$ cat config.mk
export PLATFORM = sky130hd
export DESIGN_NAME = sstc_front
export DESIGN_NICKNAME = d
export VERILOG_FILES = /design/src/hw/rtl/sstc_pkg.sv /design/src/hw/rtl/sstc_front.sv
export SDC_FILE = /design/constraint.sdc
export NUM_CORES = 1
export LEC_CHECK = 0
export ABC_AREA = 1
export ABC_CLOCK_PERIOD_IN_PS = 3700
export BUFFER_PORTS_ARGS = -buffer_cell sky130_fd_sc_hd__buf_2
export CAP_MARGIN = 0
export CORE_MARGIN = 4
export CORE_UTILIZATION = 50
export DETAILED_ROUTE_END_ITERATION = 8
export GPL_ROUTABILITY_DRIVEN = 0
export MAX_ROUTING_LAYER = met4
export PLACE_DENSITY = 0.72
export RECOVER_POWER = 25
export SKIP_CTS_REPAIR_TIMING = 1
export SLEW_MARGIN = 10
export SYNTH_ARGS = -nofsm -noshare
export SYNTH_HDL_FRONTEND = slang
export SYNTH_SLANG_ARGS = --single-unit
$ cat constraint.sdc
create_clock -name clk -period 3.7 [get_ports clk]
set_input_delay 0.185 -clock clk [delete_from_list [all_inputs] [get_ports clk]]
set_output_delay 0.185 -clock clk [all_outputs]
set_load 0.02 [all_outputs]
$ cat src/hw/rtl/sstc_pkg.sv
`default_nettype none

package sstc_pkg;

  localparam int SUM_W         = 26;
  localparam int VAL_W         = 16;
  localparam int CNT_W         = 20;
  localparam int OCC_W         = 11;
  localparam int MAX_ITEMS_DEF = 1024;

  // configuration port
  localparam int PDATA_W = 32;
  localparam int ADDR_W  = 3;
  localparam logic [ADDR_W-3:0] REG_TARGET_SUM = 1'b0;

  // one request travelling down the cell chain
  typedef struct packed {
    logic             valid;
    logic             last;
    logic             skip;     // beyond the length limit: no lookup, no record
    logic             over;     // array was truncated
    logic [SUM_W-1:0] prefix;
    logic [SUM_W-1:0] want;
    logic             matched;
    logic             placed;
    logic [OCC_W-1:0] count;
  } token_t;

endpackage

`default_nettype wire

$ cat src/hw/rtl/sstc_front.sv
`default_nettype none

module sstc_front import sstc_pkg::*; #(
  parameter int MAX_ITEMS = MAX_ITEMS_DEF
) (
  input  wire logic             clk,
  input  wire logic             rst,
  input  wire logic             adv,
  input  wire logic             in_valid,
  input  wire logic [VAL_W-1:0] value,
  input  wire logic             last,
  input  wire logic [SUM_W-1:0] target,
  output token_t                tk_out
);

  localparam int CW = $clog2(MAX_ITEMS + 1);

  logic [SUM_W-1:0] prefix_total;
  logic [CW-1:0]    items_seen;
  logic             overflowed;

  logic             accept;
  logic             over_item;
  logic [SUM_W-1:0] prefix_next;
  token_t           tk_next;

  assign accept      = in_valid && adv;
  assign over_item   = (items_seen == CW'(MAX_ITEMS));
  assign prefix_next = prefix_total + {{(SUM_W-VAL_W){value[VAL_W-1]}}, value};

  always_comb begin
    tk_next         = '0;
    tk_next.valid   = accept && (!over_item || last);
    tk_next.last    = last;
    tk_next.skip    = over_item;
    tk_next.over    = overflowed || over_item;
    tk_next.prefix  = prefix_next;
    tk_next.want    = prefix_next - target;
  end

  always_ff @(posedge clk) begin
    if (rst) begin
      prefix_total <= '0;
      items_seen   <= '0;
      overflowed   <= 1'b0;
      tk_out       <= '0;
    end else if (adv) begin
      tk_out <= tk_next;
      if (accept) begin
        if (last) begin
          prefix_total <= '0;
          items_seen   <= '0;
          overflowed   <= 1'b0;
        end else if (over_item) begin
          overflowed <= 1'b1;
        end else begin
          prefix_total <= prefix_next;
          items_seen   <= items_seen + CW'(1);
        end
      end
    end
  end

  a_count_bound: assert property (@(posedge clk) disable iff (rst)
    items_seen <= CW'(MAX_ITEMS))
    else $error("item count past limit");

  a_clear_on_last: assert property (@(posedge clk) disable iff (rst)
    (accept && last) |=> (prefix_total == '0 && items_seen == '0 && !overflowed))
    else $error("array state not cleared after last request");

endmodule

`default_nettype wire

==> summary.md <==
| Metric | Value |
|---|---|
| Net Sw Frac | `0.361` |
| Die Y | `124 um` |
| Worst Hold End | `tk_out[13]` |
| R2r startpoint | `prefix_total[0]` |
| Post-Synthesis Cell Area | `6720 um^2` |
| Port Buf Inserts | `102` |
| Commonest non-fill, non-tap cell in the layout | `nand2_1` |
| Worst-Skew Late Latency | `0.35 ns` |
| Type of origin of the critical path | `register` |
| CTS Buf Count | `9` |
| Hold_sp | `target[0]` |
| Clock Power Share | `0.291` |
| Rel. slew slack | `0.461` |
| Yosys cell types | `43` |
| GR Util All Layers | `0.242` |
| RSZ-0062 raised after global routing | `no` |
| DRC Markers | `0` |
| Sw Pwr | `1.06 mW` |
| Critical Path RT | `3.95 ns` |
| Nets | `1240` |
| Leak | `3.99 nW` |
| Final worst slack | `0.292 ns` |
| Largest net degree at the start of global routing | `75` |
| Synth Area per Inst | `6.47 um^2` |
| Fin Setup TNS | `0 ns` |
| Seq cells post-synth | `94` |
| Pre-Repair DR Iteration Count | `5` |
| Initial antenna violation count | `0` |
| Max Slew Vio Count | `0` |
| DP Worst Slack | `0.157 ns` |
| Die ar. | `15400 um^2` |
| Clock sink total | `94` |
| Ports | `116` |
| Maximum root-to-sink buffer count | `2` |
| Vias in the first global route | `5916` |
| Ant. Diodes | `0` |
| Max-cap violations | `0` |
| Reg2reg end | `tk_out[34]` |
| Final count of hold timing violations | `0` |
| Max Clock Freq | `293 MHz` |
| Row count | `42` |
| H-tree levels | `3` |
| Reg2reg setup slack | `0.29 ns` |
| Pint | `1.88 mW` |
| Combinational fraction of design power | `0.327` |
| Worst-Margin Slew | `0.809 ns` |
| Synth top area share | `0.280` |
| Dpl hpwl | `13800 um` |
| Root Buffer Master | `clkbuf_16` |
| Worst min path class | `primary input to register` |
| Top FF cell, synth | `dfxtp_1` |
| Status | `finished, final reports clean` |
| Area delta synth->final | `13.8%` |
| Share of power burned in registers | `0.382` |
| Mapped Cells | `1039` |
| Clk_skew | `0.00855 ns` |
| Core Region | `13200 um^2` |
| Via/cell ratio | `5.09` |
| Commonest non-fill, non-tap cells in the layout | `nand2_1, inv_1, nor2_1` |
| First-pass GRT wire length | `28400 um` |
| Final min period | `3.41 ns` |
| Critical Path Sink Type | `register` |
| Final setup fails | `0` |
| DR WL/cell | `13.7 um` |
| Max rail drop VDD | `204 uV` |
| Finished Core Util | `0.580` |
| Crit-path max FO | `4` |
| TritonCTS clock tree | `yes` |
| Tcrit/Tclk final | `0.921` |
| FF-to-FF path depth | `18` |
| Iter 0 DRT Violations | `544` |
| Post-synth EDFFs | `0` |
| Reg clk slew, reported paths | `0.07 ns` |
| Synth top area cells | `dfxtp_1, nand2_1, ha_1` |
| Drt total wl | `18000 um` |
| Async SR Flop Fraction | `0` |
| Hold Path Depth | `3` |
| Crit path kind | `register to register` |
| Antenna viol nets, final | `0` |
| Worst hold slack | `0.129 ns` |
| Initial Util | `0.509` |
| Overflow after GRT | `0` |
| Die X | `124 um` |
| Seq/Total Area, Yosys | `0.280` |
| PwrDens | `385 nW/um^2` |
| Fillers | `1343` |
| Vias | `6715` |
| Cell type with the highest aggregate area in the netlist | `dfxtp_1` |
| Yosys Warn Count | `0` |
| Share of cells above drive strength 1 | `0.117` |
| CP Data Arrival Time | `3.66 ns` |
## cells by family after synthesis
family	synth area share
AO/OA/AOI/OAI	0.164
other	0.000558
XOR/XNOR	0.0505
flip-flops	0.280
buffers and inverters	0.121
adder cells (fa/ha/maj)	0.103
AND/OR/NAND/NOR	0.281
## state kept, by name, indices dropped and copies added, names as in the netlist
name,flops
items_seen,11
prefix_total,26
tk_out,56
overflowed,1
## power by group through the flow
stage                     clock network (mW)  registers [mW]  logic (mW)
after global placement                     0            1.14       0.946
after global routing                   0.908            1.13        1.07
after CTS                              0.870            1.12       0.956
after floorplan                            0            1.21       0.617
final                                  0.856            1.12       0.962
after detailed placement                   0            1.14       0.951
## stage by stage
step                      std cells  cell area, um^2  total power, mW
after detailed placement       1302             7380             2.10
after global placement         1302             7380             2.09
after global routing           1318             7640             3.11
after floorplan                1051             6760             1.83
after CTS                      1316             7640             2.95
final                          1318             7640             2.94
## Yosys cell counts, types with 3 or more instances
library cell / instances
a21o_1: 8
a21oi_1: 96
a21oi_2: 3
buf_1: 3
buf_2: 6
buf_4: 13
clkbuf_1: 17
dfxtp_1: 94
ha_1: 52
inv_1: 151
inv_2: 11
nand2_1: 217
nand2_2: 10
nand3_1: 44
nand4_1: 9
nor2_1: 142
nor3_1: 14
nor4_1: 3
o21ai_0: 55
o21ai_1: 17
o21bai_1: 6
o21bai_2: 3
or2_1: 3
xnor2_1: 8
xor2_1: 27
## worst max-delay path by stage
stage	slack, ns	cells after the start	from	endpoint
2_1_floorplan	0.59	23	prefix_total[0]	tk_out[34]
3_3_place_gp	0.24	17	prefix_total[0]	tk_out[31]
3_5_place_dp	0.16	18	prefix_total[0]	tk_out[34]
4_1_cts	0.11	18	prefix_total[0]	tk_out[34]
5_1_grt	0.02	26	prefix_total[0]	tk_out[38]
6_report	0.29	18	prefix_total[0]	tk_out[34]
## layout make-up
cell class              count  area [um^2]  share of cell area
clock inverters             1         7.51            0.000982
multi-input cells         756         4110               0.537
inverters                 162          608              0.0795
clock buffers              13          250              0.0327
flip-flops and latches     94         1880               0.246
well taps                 176          220              0.0288
repair buffers            116          571              0.0746
## metal layers
metal  GRT usage  wire, um  vias up
li1            -         -     3491
met1       0.332      8590     3035
met2       0.377      8120      169
met3      0.0341      1090       20
met4      0.0609       232        0
met5           -         0        -
## critical path: stages (launching register included)
cell and delay, ns:
dfxtp_1 0.34, ha_2 0.20, inv_1 0.08, fa_2 0.38, o21ai_4 0.18, a31oi_1 0.16, xnor2_1 0.36, ha_1 0.36
a21oi_1 0.22, a21boi_1 0.28, nand2_1 0.10, nand2_1 0.06, nand3_1 0.10, nand2_1 0.09, nand2_1 0.07, a21oi_1 0.13
o21ai_1 0.09, nand2_1 0.06, inv_1 0.03
(Power assumes the default switching activity.)
