<file path="src/hw/rtl/sstc_pkg.sv">
`default_nettype none

package sstc_pkg;

  localparam int SUM_W         = 26;
  localparam int VAL_W         = 16;
  localparam int CNT_W         = 20;
  localparam int OCC_W         = 11;
  localparam int MAX_ITEMS_DEF = 1024;

  // configuration port
  localparam int PDATA_W = 32;
  localparam int ADDR_W  = 3;
  localparam logic [ADDR_W-3:0] REG_TARGET_SUM = 1'b0;

  // one request travelling down the cell chain
  typedef struct packed {
    logic             valid;
    logic             last;
    logic             skip;     // beyond the length limit: no lookup, no record
    logic             over;     // array was truncated
    logic [SUM_W-1:0] prefix;
    logic [SUM_W-1:0] want;
    logic             matched;
    logic             placed;
    logic [OCC_W-1:0] count;
  } token_t;

endpackage

`default_nettype wire

</file>
<file path="src/hw/rtl/sstc_tail.sv">
`default_nettype none

module sstc_tail import sstc_pkg::*; (
  input  wire logic             clk,
  input  wire logic             rst,
  input  token_t                tk,
  input  wire logic             out_ready,
  output logic                  adv,
  output logic                  out_valid,
  output logic [CNT_W-1:0]      match_count,
  output logic                  too_long
);

  logic [CNT_W-1:0] acc;
  logic [CNT_W:0]   sum;
  logic [CNT_W-1:0] sat;

  assign sum = {1'b0, acc} + (CNT_W+1)'(tk.count);
  assign sat = sum[CNT_W] ? '1 : sum[CNT_W-1:0];

  // chain holds only while a finished result is still waiting behind another
  assign adv = !(tk.valid && tk.last && out_valid && !out_ready);

  always_ff @(posedge clk) begin
    if (rst) begin
      acc         <= '0;
      out_valid   <= 1'b0;
      match_count <= '0;
      too_long    <= 1'b0;
    end else begin
      if (adv && tk.valid && tk.last) begin
        out_valid <= 1'b1;
      end else if (out_valid && out_ready) begin
        out_valid <= 1'b0;
      end
      if (adv && tk.valid) begin
        if (tk.last) begin
          match_count <= sat;
          too_long    <= tk.over;
          acc         <= '0;
        end else begin
          acc <= sat;
        end
      end
    end
  end

  a_result_loaded: assert property (@(posedge clk) disable iff (rst)
    (adv && tk.valid && tk.last) |=> out_valid)
    else $error("last request left no result");

  a_acc_cleared: assert property (@(posedge clk) disable iff (rst)
    (adv && tk.valid && tk.last) |=> (acc == '0))
    else $error("match total not cleared at end of array");

endmodule

`default_nettype wire

</file>
<file path="config.mk">
export PLATFORM = sky130hd
export DESIGN_NAME = sstc_tail
export DESIGN_NICKNAME = d
export VERILOG_FILES = /design/src/hw/rtl/sstc_pkg.sv /design/src/hw/rtl/sstc_tail.sv
export SDC_FILE = /design/constraint.sdc
export NUM_CORES = 1
export LEC_CHECK = 0
export ABC_AREA = 0
export BUFFER_PORTS_ARGS = -buffer_cell sky130_fd_sc_hd__buf_2
export CAP_MARGIN = 10
export CORE_MARGIN = 3
export CORE_UTILIZATION = 49
export CTS_CLUSTER_SIZE = 25
export DETAILED_ROUTE_END_ITERATION = 16
export GPL_ROUTABILITY_DRIVEN = 0
export PLACE_DENSITY = 0.89
export SYNTH_ARGS = -nofsm -noshare
export SYNTH_HDL_FRONTEND = slang
export SYNTH_SLANG_ARGS = --single-unit
export TNS_END_PERCENT = 50
</file>
<file path="constraint.sdc">
create_clock -name clk -period 2.9 [get_ports clk]
set_clock_uncertainty 0.2 [all_clocks]
set_input_delay 0 -clock clk [delete_from_list [all_inputs] [get_ports clk]]
set_output_delay 0 -clock clk [all_outputs]
set_load 0.02 [all_outputs]
</file>
==> results by stage <==
Run status:
- The flow ran to the end, and the final reports show no timing, DRC or antenna violations.

Global route:
- Global routing used 21.23% of the available tracks across all layers.
- The met1 track demand over resource is 26.40%.
- In the global route stage, met3 resource usage came out at 4.374%.
- The initial antenna violation count was 0.
- Entering global routing, the biggest net connects 30 pins.
- The met2 capacity usage during global routing is 35.41%.
- The first global-routing pass estimated 10.18 mm of wire.
- The total overflow left after global routing is 0.
- The busiest layer in global routing is met2.
- The number of global-route vias before repair is 2232.

Power and ir drop:
- The power density over the cells is 475.7 mW/mm².
- In this run switching power makes up 28.79% of total power.
- The design internal power is 975.3 µW.
- The logic gate share of total power is 21.1%.
- In this run the static leakage power is 1.218 nW.
- The switching component of the power is 394.3 µW.
- The overall power of the completed layout is 1.370 mW.
- In this run, flip-flops and latches consume 45.4% of the power.
- The part of the total power dissipated in the clock network is 33.5%.
- VDD sags by at most 0.2148 mV.

Synth:
- The most frequently used flop master after synthesis is dfxtp_1.
- By area, the combinational part of the netlist is dominated by compound AO/OA/AOI/OAI gates.
- Sequential elements use 34.82% of the synthesized area.
- The synthesized design spends more area on one cell type than any other, namely dfxtp_1.
- The count of distinct cell types in the synthesized netlist is 55.
- The synthesized design devotes to its leading area cell type 34.82% of total area.
- After synthesis the cells add up to 0.002415 mm².
- The XOR/XNOR share of the synthesized area is 5.440%.
- The net count after synthesis is 370.
- In this run the mean area of a mapped cell was 8.443 µm².
- In the post-synthesis netlist, the biggest area contributors are dfxtp_1, a211oi_1, nor2_1.
- The number of flops mapped to enable cells by yosys is 0.
- Of all flip-flops after synthesis, the portion carrying an async set or reset was 0%.
- The synthesized netlist cell count is 286.
- The adder-cell share of the synthesized area is 6.528%.
- The synthesized netlist devotes 20.78% of its cell area to simple gates.
- Summing the areas of all compound-gate instances in the mapped netlist gives 27.36% of the synthesized area.
- The flip-flop and latch count after synthesis is 42.
- After synthesis, the share of cell area in mux cells is 1.451%.
- Yosys printed 0 warnings.

Place:
- The count of input and output buffers is 39.
- The total placed instance area is 0.002673 mm².
- The worst setup slack after placement is 0.1399 ns.
- Counting tap cells, the placed design contains a total of 380 instances.
- Once detailed placement completed, the half-perimeter wirelength came to 4.128 mm.

Floorplan:
- The starting density of the core is 52.91%.
- In this run the count of I/O pins placed on the die edge is 95.
- The floorplan step defined a core boundary enclosing 0.004564 mm².
- The chip height is 76.20 µm.
- In this run the core area contains 24 standard-cell rows.
- The width of the die is 76.20 µm.
- The die area is 0.005806 mm².

Route:
- The count of nets left with antenna violations once routing finished came out at 0.
- The via count normalized by instance count is 5.924.
- The iteration-0 DRC count of the detailed router is 232.
- The number of detailed-route iterations in the first pass is 5.
- The detail-routed net length per standard cell is 15.43 µm.
- The post-detailed-route DRC marker count is 0.
- The total detailed-routing wirelength is 6.127 mm.
- The final route contains 2352 vias.

Job:
- The number of max-capacitance violations reported is 0.

Clock network:
- The TritonCTS buffer count is 5.
- TritonCTS built the clock tree.
- The clock latency at the later pin of the worst-skew pair is 0.30 ns.
- The root buffer cell chosen for the clock tree is clkbuf_8.
- The buffer count from post-CTS setup fixing is 0.
- The H-tree depth reported by CTS is 2.
- The post-CTS clock slew at the launch and capture registers of the worst setup and hold paths is 0.08 ns.
- The clock passes through at most 2 buffers.
- The total number of clock tree sinks is 42.

Final layout:
- At the end of the flow the core is filled with cells to 63.08%.
- The signed area change from the synthesized netlist to the final layout is 19.22%.
- 0 antenna diodes ended up in the layout.
- The post-layout instance count excluding filler cells is 397.
- After the last flow step, the layout net total stands at 415.
- Cells with a size suffix above 1 make up 21.39% of the layout.
- Counting the fill cells in the layout gives 391.
- The finished cells cover 0.002879 mm².

STA:
- Headroom to the max-slew limit came out at 53.36%.
- The final period demand of the worst path is 2.722 ns.
- The slew at the pin with the worst max-slew slack is 0.6988 ns.
- The setup-violating endpoint count in the final report is 0.
- The number of max-slew violations in the final report is 0.
- Setup slack on the critical path of the routed design comes to 0.1776 ns.
- Final hold analysis gives a worst-case slack of 0.1709 ns.
- Of the available clock period, the critical path in the final layout requires 93.88%.
- The setup TNS is 0 ns.
- The total count of hold-check failures in the final report is 0.
- The maximum clock frequency is 367.3 MHz.
- Setup repair after global routing left no endpoint under its margin.

Setup path:
- Walking the worst path, the cells encountered are dlygate4sd3_1 -> buf_2 -> ha_1 -> fa_1 -> a211oi_2 -> o211ai_2 -> a22oi_4 -> nor2_2 -> nor2_1 -> o21ai_0.
- Data on the critical path is required at its endpoint by 2.87 ns.
- Grouping stages by cell kind, the critical path spends the most delay in compound AO/OA/AOI/OAI gates.
- The path type of the worst setup path is input port to register.
- The startpoint class of the critical path is an input port.
- The kind of end point of the critical path is a register.
- The sum of buffers and inverters on the critical path is 2.
- The delay of the slowest critical-path stage is 0.53 ns.
- The critical-path maximum fanout is 13.
- On the critical path, the stage with the largest delay is an instance of dlygate4sd3_1.
- The data arrival time of the critical path is 2.69 ns.

Min path:
- The path category of the worst min-delay check is input port to register.
[cell families after synthesis]
| group | count (synthesis) |
|---|---|
| compound gates | 92 |
| xor+xnor | 15 |
| fa+ha+maj | 12 |
| buf+inv | 18 |
| flops | 42 |
| mux | 3 |
| simple gates | 104 |
[synthesized netlist by cell type, types with 5 or more instances]
cell type  count
dfxtp_1       42
nor2_1        38
nand2_1       32
a211oi_1      21
o21ai_0       20
a21oi_1       17
ha_1          11
xnor2_1       10
clkbuf_1       7
a21o_1         6
buf_2          6
nand3_1        6
xor2_1         5
[layout by cell type (no fill, tap or decap), drive strengths merged, types with 3 or more instances in the layout]
master / netlist / routed
buf: 9 / 46
dfxtp: 42 / 42
nor2: 40 / 40
nand2: 32 / 32
a211oi: 21 / 21
a21oi: 21 / 21
o21ai: 20 / 20
ha: 11 / 11
xnor2: 10 / 10
dlygate4sd3: 0 / 9
nand3: 7 / 7
clkbuf: 8 / 7
a21o: 6 / 6
xor2: 5 / 5
o211ai: 4 / 4
nor2b: 3 / 3
and2: 3 / 3
nand4: 3 / 3
nor3: 3 / 3
and3: 3 / 3
nand2b: 3 / 3
a22oi: 3 / 3
[worst reg2reg max path, cell delays in order (launching register included)]
cell      delay (ns)
dfxtp_1         0.33
ha_1            0.41
nand2_1         0.14
a21oi_1         0.31
a22oi_4         0.17
nor2_2          0.58
nor2_1          0.21
a211oi_1        0.26
[sequential cells by signal, summed over array words and instances, names as in the netlist]
register and count:
acc 20, match_count 20, out_valid 1, too_long 1
[routing by layer]
layer	vias up	share of wire [%]
li1	1121	-
met1	1085	41
met2	125	49
met3	21	6.9
met4	0	2.9
met5	-	0
[final timing paths]
kind            from             end  slack, ns  cells after the start
max            tk[0]          acc[9]       0.18                     10
min            tk[3]          acc[3]       0.17                      5
max reg2reg   acc[6]  match_count[9]       0.21                      7
min reg2reg  acc[10]         acc[10]       0.26                      2
[layout make-up]
cell class                 count  area (µm²)  area share (%)
inverter                       1       3.754          0.1304
tap                           65       81.33           2.825
multi-input combinational    226        1496           51.98
timing repair buffer          55       350.3           12.17
sequential                    42       840.8           29.20
clock inverter                 1       30.03           1.043
clock buffer                   7       76.32           2.651
[power groups by stage]
stage,Sequential [mW],Combinational [mW],Clock [mW]
after global routing,0.626,0.315,0.493
after floorplan,0.658,0.170,0
after detailed placement,0.635,0.269,0
final,0.621,0.290,0.459
after CTS,0.621,0.283,0.466
after global placement,0.633,0.261,0
[timing repair]
item                       in CTS  in global routing
hold endpoints to repair       16                  0
gates resized for setup         0                  2
hold buffers                    9                  0
setup endpoints to repair       0                 10
Note: power is estimated with default switching activity, not from simulation.
