<file path="src/hw/rtl/sstc_pkg.sv">
`default_nettype none

package sstc_pkg;

  localparam int SUM_W         = 26;
  localparam int VAL_W         = 16;
  localparam int CNT_W         = 20;
  localparam int OCC_W         = 11;
  localparam int MAX_ITEMS_DEF = 1024;

  // configuration port
  localparam int PDATA_W = 32;
  localparam int ADDR_W  = 3;
  localparam logic [ADDR_W-3:0] REG_TARGET_SUM = 1'b0;

  // one request travelling down the cell chain
  typedef struct packed {
    logic             valid;
    logic             last;
    logic             skip;     // beyond the length limit: no lookup, no record
    logic             over;     // array was truncated
    logic [SUM_W-1:0] prefix;
    logic [SUM_W-1:0] want;
    logic             matched;
    logic             placed;
    logic [OCC_W-1:0] count;
  } token_t;

endpackage

`default_nettype wire

</file>
<file path="src/hw/rtl/sstc_cell.sv">
`default_nettype none

module sstc_cell import sstc_pkg::*; #(
  parameter bit HOME = 1'b0
) (
  input  wire logic clk,
  input  wire logic rst,
  input  wire logic adv,
  input  token_t    tin,
  output token_t    tout
);

  logic             vld;
  logic [SUM_W-1:0] key;
  logic [OCC_W-1:0] occ;

  logic             vld_next;
  logic [SUM_W-1:0] key_next;
  logic [OCC_W-1:0] occ_next;
  token_t           tout_next;

  always_comb begin
    tout_next = tin;
    vld_next  = vld;
    key_next  = key;
    occ_next  = occ;
    if (tin.valid && !tin.skip) begin
      // lookup sees the table before this request's own record
      if (vld && key == tin.want && !tin.matched) begin
        tout_next.matched = 1'b1;
        tout_next.count   = occ;
      end
      if (!tin.placed) begin
        if (vld && key == tin.prefix) begin
          tout_next.placed = 1'b1;
          if (occ != '1) begin
            occ_next = occ + OCC_W'(1);
          end
        end else if (!vld) begin
          // first free cell takes the new prefix
          tout_next.placed = 1'b1;
          vld_next         = 1'b1;
          key_next         = tin.prefix;
          occ_next         = OCC_W'(1);
        end
      end
    end
    if (tin.valid && tin.last) begin
      vld_next = HOME;
      key_next = '0;
      occ_next = OCC_W'(1);
    end
  end

  always_ff @(posedge clk) begin
    if (rst) begin
      vld  <= HOME;
      key  <= '0;
      occ  <= OCC_W'(1);
      tout <= '0;
    end else if (adv) begin
      vld  <= vld_next;
      key  <= key_next;
      occ  <= occ_next;
      tout <= tout_next;
    end
  end

  a_home_valid: assert property (@(posedge clk) disable iff (rst)
    HOME |-> vld)
    else $error("home cell lost prefix zero");

  a_key_held: assert property (@(posedge clk) disable iff (rst)
    (vld && !(adv && tin.valid && tin.last)) |=> (vld && $stable(key)))
    else $error("occupied cell changed key without a clear");

endmodule

`default_nettype wire

</file>
<file path="config.mk">
export PLATFORM = sky130hd
export DESIGN_NAME = sstc_cell
export DESIGN_NICKNAME = d
export VERILOG_FILES = /design/src/hw/rtl/sstc_pkg.sv /design/src/hw/rtl/sstc_cell.sv
export SDC_FILE = /design/constraint.sdc
export NUM_CORES = 1
export LEC_CHECK = 0
export BUFFER_PORTS_ARGS = -buffer_cell sky130_fd_sc_hd__buf_4
export CAP_MARGIN = 10
export CORE_AREA = 2 2 102 104
export CTS_CLUSTER_SIZE = 40
export DETAILED_ROUTE_END_ITERATION = 8
export DIE_AREA = 0 0 104 106
export PLACE_DENSITY = 0.74
export SLEW_MARGIN = 20
export SYNTH_ARGS = -nofsm -noshare
export SYNTH_HDL_FRONTEND = slang
export SYNTH_SLANG_ARGS = --single-unit
</file>
<file path="constraint.sdc">
create_clock -name clk -period 2.38 [get_ports clk]
set_clock_uncertainty 0.1 [all_clocks]
set_input_delay 0.238 -clock clk [delete_from_list [all_inputs] [get_ports clk]]
set_output_delay 0.238 -clock clk [all_outputs]
set_load 0.01 [all_outputs]
</file>
==> results by group, run 1 <==
Status
  – Status: complete, no violations

Detailed routing
  – DRC: 0
  – Routed WL: around 13,000 µm
  – Drt first-iter violations: 122
  – Detail Route Antenna Nets: 0
  – Drt wl/cell: about 17 µm
  – DR vias: 3,865
  – Via density: between 5 and 6
  – First drt pass iteration count: 4

STA
  – Tightest Pin Transition: 552 ps
  – FMAX: 424 MHz
  – Fin Setup TNS: 0 ps
  – Setup-failing EPs final: 0
  – Pins Over Slew Limit: 0
  – Hold_ws: 7.79 ps
  – Rel. slew slack: 0.632
  – RSZ-0062 raised after global routing: yes
  – Final hold vios: 0
  – Final Critical Period: 2360 ps
  – Final Cycle Share: 0.991

Synth
  – Post-synthesis sequential area ratio: 0.476
  – Post-synth top area cell: dfxtp_1
  – Synth top area cells: dfxtp_1 48%, mux2i_1 15%, nor2_1 6.7%
  – Library cells used by synthesis: 35
  – Post-Synth XOR/XNOR Area: 0.107
  – Main combinational cell family by area after synthesis: multiplexers
  – Post-synth top area share: 0.476
  – Post-synthesis simple-gate area fraction: 0.134
  – Share of synthesized registers carrying an async set or reset: 0
  – Top_reg_cell synth: dfxtp_1
  – Synthesis warning total: 0
  – Yosys reg bits: 107
  – Post-synthesis net count: 526
  – List of most frequent post-synthesis cells: 107 x dfxtp_1, 80 x nor2_1, 67 x mux2i_1
  – Mux share of post-synthesis cell area: 0.149
  – Syn Std Cell Area: 4500 µm²
  – Post-synthesis adder-cell area fraction: 0.00278
  – Avg Cell Area, Syn: 9.94 µm²
  – Number of flops mapped to enable cells by yosys: 0
  – Count leader, synth: dfxtp_1
  – Post-synthesis cell count: between 400 and 500
  – Compound-Gate Fraction of Synth Area: 0.104

Pwr
  – Flop pwr share: 0.537
  – PwrDens: just under 600 nW/µm²
  – Reported net switching power: approximately 1000 µW
  – Sw Ratio: 0.276
  – Leakage: around 0.0027 µW
  – Clock group share of total power: 0.299
  – Combinational share of power: 0.164
  – VDD IR max: 275 µV
  – Final Power: approximately 3600 µW
  – Internal: 2610 µW

Clock tree
  – CTS tree: done
  – Clock tree sinks: 107
  – CTS Buffer Depth: 2
  – Clock-pin slew on the worst setup and hold paths: 110 ps
  – Root Driver: clkbuf_8
  – Worst-Skew Late Latency: approximately 370 ps
  – H-tree depth: 3
  – CTS Buf Count: 9

Die
  – Die Ht: ~110 µm
  – Die Wd: 104 µm
  – Initial Utilization: 0.450
  – IO Count: 141
  – Row count: 37
  – Core area: 10000 µm²
  – Die area: 11,000 µm²

Cells and area
  – Post-route core utilization: 0.609
  – Layout cells sized above 1: 0.330
  – P&R area growth vs syn: 35.2%
  – Final instance area: 6090 µm²
  – NumNets Final: 678
  – ANT cells: 0

GRT
  – Largest net degree at the start of global routing: a little over 80
  – Vias in the first global route: 3,880
  – GRT Overall Usage: 0.225
  – Initial antenna violation count: 0
  – First-pass GRT wire length: 19,700 µm
  – GRT Residual Overflow: 0

Placement
  – I/O Buffers: between 100 and 150
  – Post-place instance area: 5820 µm²
  – Dpl hpwl: 9220 µm
  – GP Congestion: 0.877

Run
  – Max Cap Viol: 0

Setup path
  – Cell family with most CP delay: simple AND/OR/NAND/NOR gates
  – Worst Path Arrival: roughly 2500 ps
  – Slowest CP cell: or4_1
  – WS Path Type: reg -> reg
  – R2R setup slack: 20 ps
  – Critical-path cell list: xnor2_1, nand3_1, or4_1, or4_4, nor2_4, buf_12, mux2i_1, a211oi_1
  – CP Launch Type: register
  – CP required: ~2500 ps
  – Worst Path Buf+Inv: 1
  – Top fanout value on the critical path: 6
  – CP endpoint kind: register
  – Slowest stage delay, CP: 480 ps

Hold path
  – Type of the worst min-delay path: in -> reg
worst register-to-register path: cells and delay by family (launching register included):
family	cells	cell delay (ps)
muxes	1	210
and+or+nand+nor	4	1220
buffers and inverters	1	150
xor gates and xnor gates	1	120
AOI/OAI and AO/OA	1	90
DFF	1	340
cell families (layout without fill, tap and decap cells):
family,Yosys count,in the layout
adder cells (fa/ha/maj),1,1
multiplexers,67,67
AND/OR/NAND/NOR,134,134
buffers and inverters,29,186
XOR/XNOR,55,55
flip-flops,107,107
AO/OA/AOI/OAI,60,60
cells in the final DEF (no fill, tap or decap), types with 2 or more instances in the layout:
cell type	count
xnor2_1	29
nor4_1	2
clkbuf_8	10
nand3_1	8
a211oi_1	12
buf_12	2
dfxtp_1	100
nor2_1	80
buf_4	163
o21ai_0	4
nand2_1	10
xor2_1	24
nand2b_1	3
nand4_1	12
xnor2_2	2
inv_1	3
nor4_2	2
a22o_1	26
a311oi_1	2
o211ai_1	2
a31o_2	3
mux2i_1	67
dfxtp_2	6
clkinv_4	3
a21oi_1	5
a31oi_1	3
nor3_1	10
power groups by stage:
stage	Combinational (µW)	Sequential, µW	Clock [µW]
after floorplan	242	2000	0
after global placement	573	1970	0
after detailed placement	585	1970	0
after CTS	594	1930	1090
after global routing	639	1940	1170
final	591	1930	1080
what timing repair did:
item,in CTS,in global routing
hold buffers,1,0
endpoints found under the hold margin,1,0
setup endpoints to repair,11,11
gates resized for setup,12,2
cloned,1,0
buffers inserted,2,0
pin swaps,13,6
layer usage:
layer | GRT usage | wire length (µm)
met1 | 0.271 | 5330
met2 | 0.391 | 6190
met3 | 0.0533 | 743
met4 | 0.0830 | 303
met5 | 0 | 0
final timing paths:
| path | from | end | cells after the start |
|---|---|---|---|
| setup reg to reg | key[18] | tout[8] | 8 |
| setup / recovery | key[18] | tout[8] | 8 |
| hold / removal | tin[41] | key[2] | 2 |
| hold reg to reg | tout[3] | tout[3] | 2 |
per-stage QoR:
stage	setup WS, ps	std cells
2_1_floorplan	39.3	453
3_3_place_gp	-147	726
3_5_place_dp	-223	726
4_1_cts	-53.9	746
5_1_grt	-103	746
6_report	22.6	746
sequential cells by signal (all words and copies together) (netlist names):
signal / cells
key: 26
occ: 11
tout: 69
vld: 1
final cells by class:
type | count | area (µm²)
clock buffers | 10 | 138
clock inverters | 6 | 50.0
repair buffers | 167 | 1300
fillers | 892 | 3910
multi-input cells | 317 | 2270
inverters | 3 | 11.3
flip-flops and latches | 107 | 2150
well taps | 136 | 170
Note: power is estimated with default switching activity, not from simulation.
==> run 2: changes to the inputs <==
--- a/config.mk
+++ b/config.mk
@@ -7,11 +7,12 @@
 export LEC_CHECK = 0
 export BUFFER_PORTS_ARGS = -buffer_cell sky130_fd_sc_hd__buf_4
 export CAP_MARGIN = 10
-export CORE_AREA = 2 2 102 104
+export CORE_AREA = 2 2 98 109
 export CTS_CLUSTER_SIZE = 40
 export DETAILED_ROUTE_END_ITERATION = 8
-export DIE_AREA = 0 0 104 106
+export DIE_AREA = 0 0 100 111
 export PLACE_DENSITY = 0.74
+export SKIP_CTS_REPAIR_TIMING = 1
 export SLEW_MARGIN = 20
 export SYNTH_ARGS = -nofsm -noshare
 export SYNTH_HDL_FRONTEND = slang
==> results by group, run 2 (same netlist as run 1, synthesis figures left out) <==
Die
  – Initial Utilization: 0.444
  – Die Ht: 111 µm
  – Die Wd: 100 µm
  – Row count: 39
  – Core area: 10,100 µm²
  – Die area: 11,100 µm²
  – IO Count: 141

STA
  – Tightest Pin Transition: 641 ps
  – Setup-failing EPs final: 3
  – Rel. slew slack: 0.573
  – Pins Over Slew Limit: 0
  – Fin Setup TNS: -34.2 ps
  – Hold_ws: 39.1 ps
  – FMAX: 417 MHz
  – RSZ-0062 raised after global routing: yes
  – Final Critical Period: 2400 ps
  – Final hold vios: 0
  – Final Cycle Share: 1.01
  – Final worst setup slack: -16.4 ps

Detailed routing
  – Routed WL: between 10,000 and 15,000 µm
  – First drt pass iteration count: 7
  – Via density: 5.34
  – Drt first-iter violations: around 140
  – DR vias: 3,880
  – Detail Route Antenna Nets: 0
  – Drt wl/cell: 17.3 µm
  – DRC: 0

Hold path
  – Worst Hold Launch: tin[67]
  – Hold Path End: vld
  – Hold Crit Depth: 2
  – Type of the worst min-delay path: in -> reg

Placement
  – Dpl hpwl: 9230 µm
  – Pre-CTS setup slack: -194 ps
  – I/O Buffers: 140
  – GP Congestion: ~0.83

Clock tree
  – Root Driver: clkbuf_16
  – H-tree depth: 3
  – Clock-pin slew on the worst setup and hold paths: around 70 ps
  – CTS Buffer Depth: 2
  – Worst-Skew Late Latency: 340 ps
  – CTS Buf Count: 9
  – Clock tree sinks: 107
  – CTS tree: done

Status
  – Violated checks: setup timing
  – Status: complete, but fails checks

Setup path
  – CP endpoint kind: register
  – CP required: between 2000 and 2500 ps
  – Worst r2r src: key[10]
  – FF-to-FF path depth: 8
  – R2R setup slack: -20 ps
  – FF-to-FF End: tout[5]
  – CP Launch Type: register
  – Worst Path Arrival: 2500 ps
  – Top fanout value on the critical path: 5
  – WS Path Type: reg -> reg

Cells and area
  – NumNets Final: 672
  – ANT cells: 0
  – P&R area growth vs syn: 36.4%
  – Most common cell after layout, fill and taps aside: buf_4
  – Most frequent cells in the layout: 157 x buf_4, 99 x dfxtp_1, 80 x nor2_1
  – Max reg flops: 69
  – Largest registers: tout x69, key x26, occ x11
  – Post-route core utilization: 0.605
  – Largest reg by FF count: tout
  – Layout cells sized above 1: 0.329
  – FILL cells: 859

Pwr
  – Leakage: 0.00273 µW
  – PwrDens: 638 nW/µm²
  – Final Power: 3920 µW
  – VDD IR max: 397 µV

GRT
  – First-pass GRT wire length: a little under 20,000 µm
  – Largest net degree at the start of global routing: 66
  – Vias in the first global route: slightly below 4,000
  – Initial antenna violation count: 0
  – GRT Overall Usage: 0.225
  – GRT Residual Overflow: 0

Run
  – Max Cap Viol: 0
run 2: area by class of cell:
cell class / count / area, µm² / area share
flip-flops and latches: 107 / 2150 / 0.350
inverters: 3 / 11.3 / 0.00183
well taps: 123 / 154 / 0.0250
repair buffers: 161 / 1260 / 0.206
clock inverters: 3 / 23.8 / 0.00387
clock buffers: 13 / 250 / 0.0407
multi-input cells: 317 / 2290 / 0.373
run 2: stage by stage:
step | area [µm²] | cells
5_1_grt | 6140 | 727
3_3_place_gp | 5790 | 710
2_1_floorplan | 4500 | 453
6_report | 6140 | 727
3_5_place_dp | 5790 | 710
4_1_cts | 6060 | 726
run 2: worst max path at each step:
stage | from | end | cells after the start
after floorplan | key[8] | tout[3] | 8
after global placement | tin[21] | tout[10] | 9
after detailed placement | tin[21] | tout[2] | 9
after CTS | key[8] | tout[2] | 8
after global routing | key[9] | tout[3] | 8
final | key[10] | tout[5] | 8
run 2: where the power goes:
group / internal, µW / leakage, µW / switching, µW
Combinational: 310 / 0.00172 / 283
Sequential: 1880 / 0.000882 / 57.8
Clock: 742 / 0.000126 / 646
run 2: routing by layer:
layer	vias up	routed length, µm	global-route usage
li1	1882	-	-
met1	1835	5000	0.268
met2	136	6370	0.382
met3	27	740	0.0460
met4	0	447	0.110
met5	-	0	0
run 2: critical path, cell delays in order (launching register included):
cell and delay (ps):
dfxtp_2 350, xor2_1 150, nor4_2 320, nand3_1 120
or4_4 570, nor2_4 180, clkbuf_16 180, mux2i_1 200
a211oi_1 90
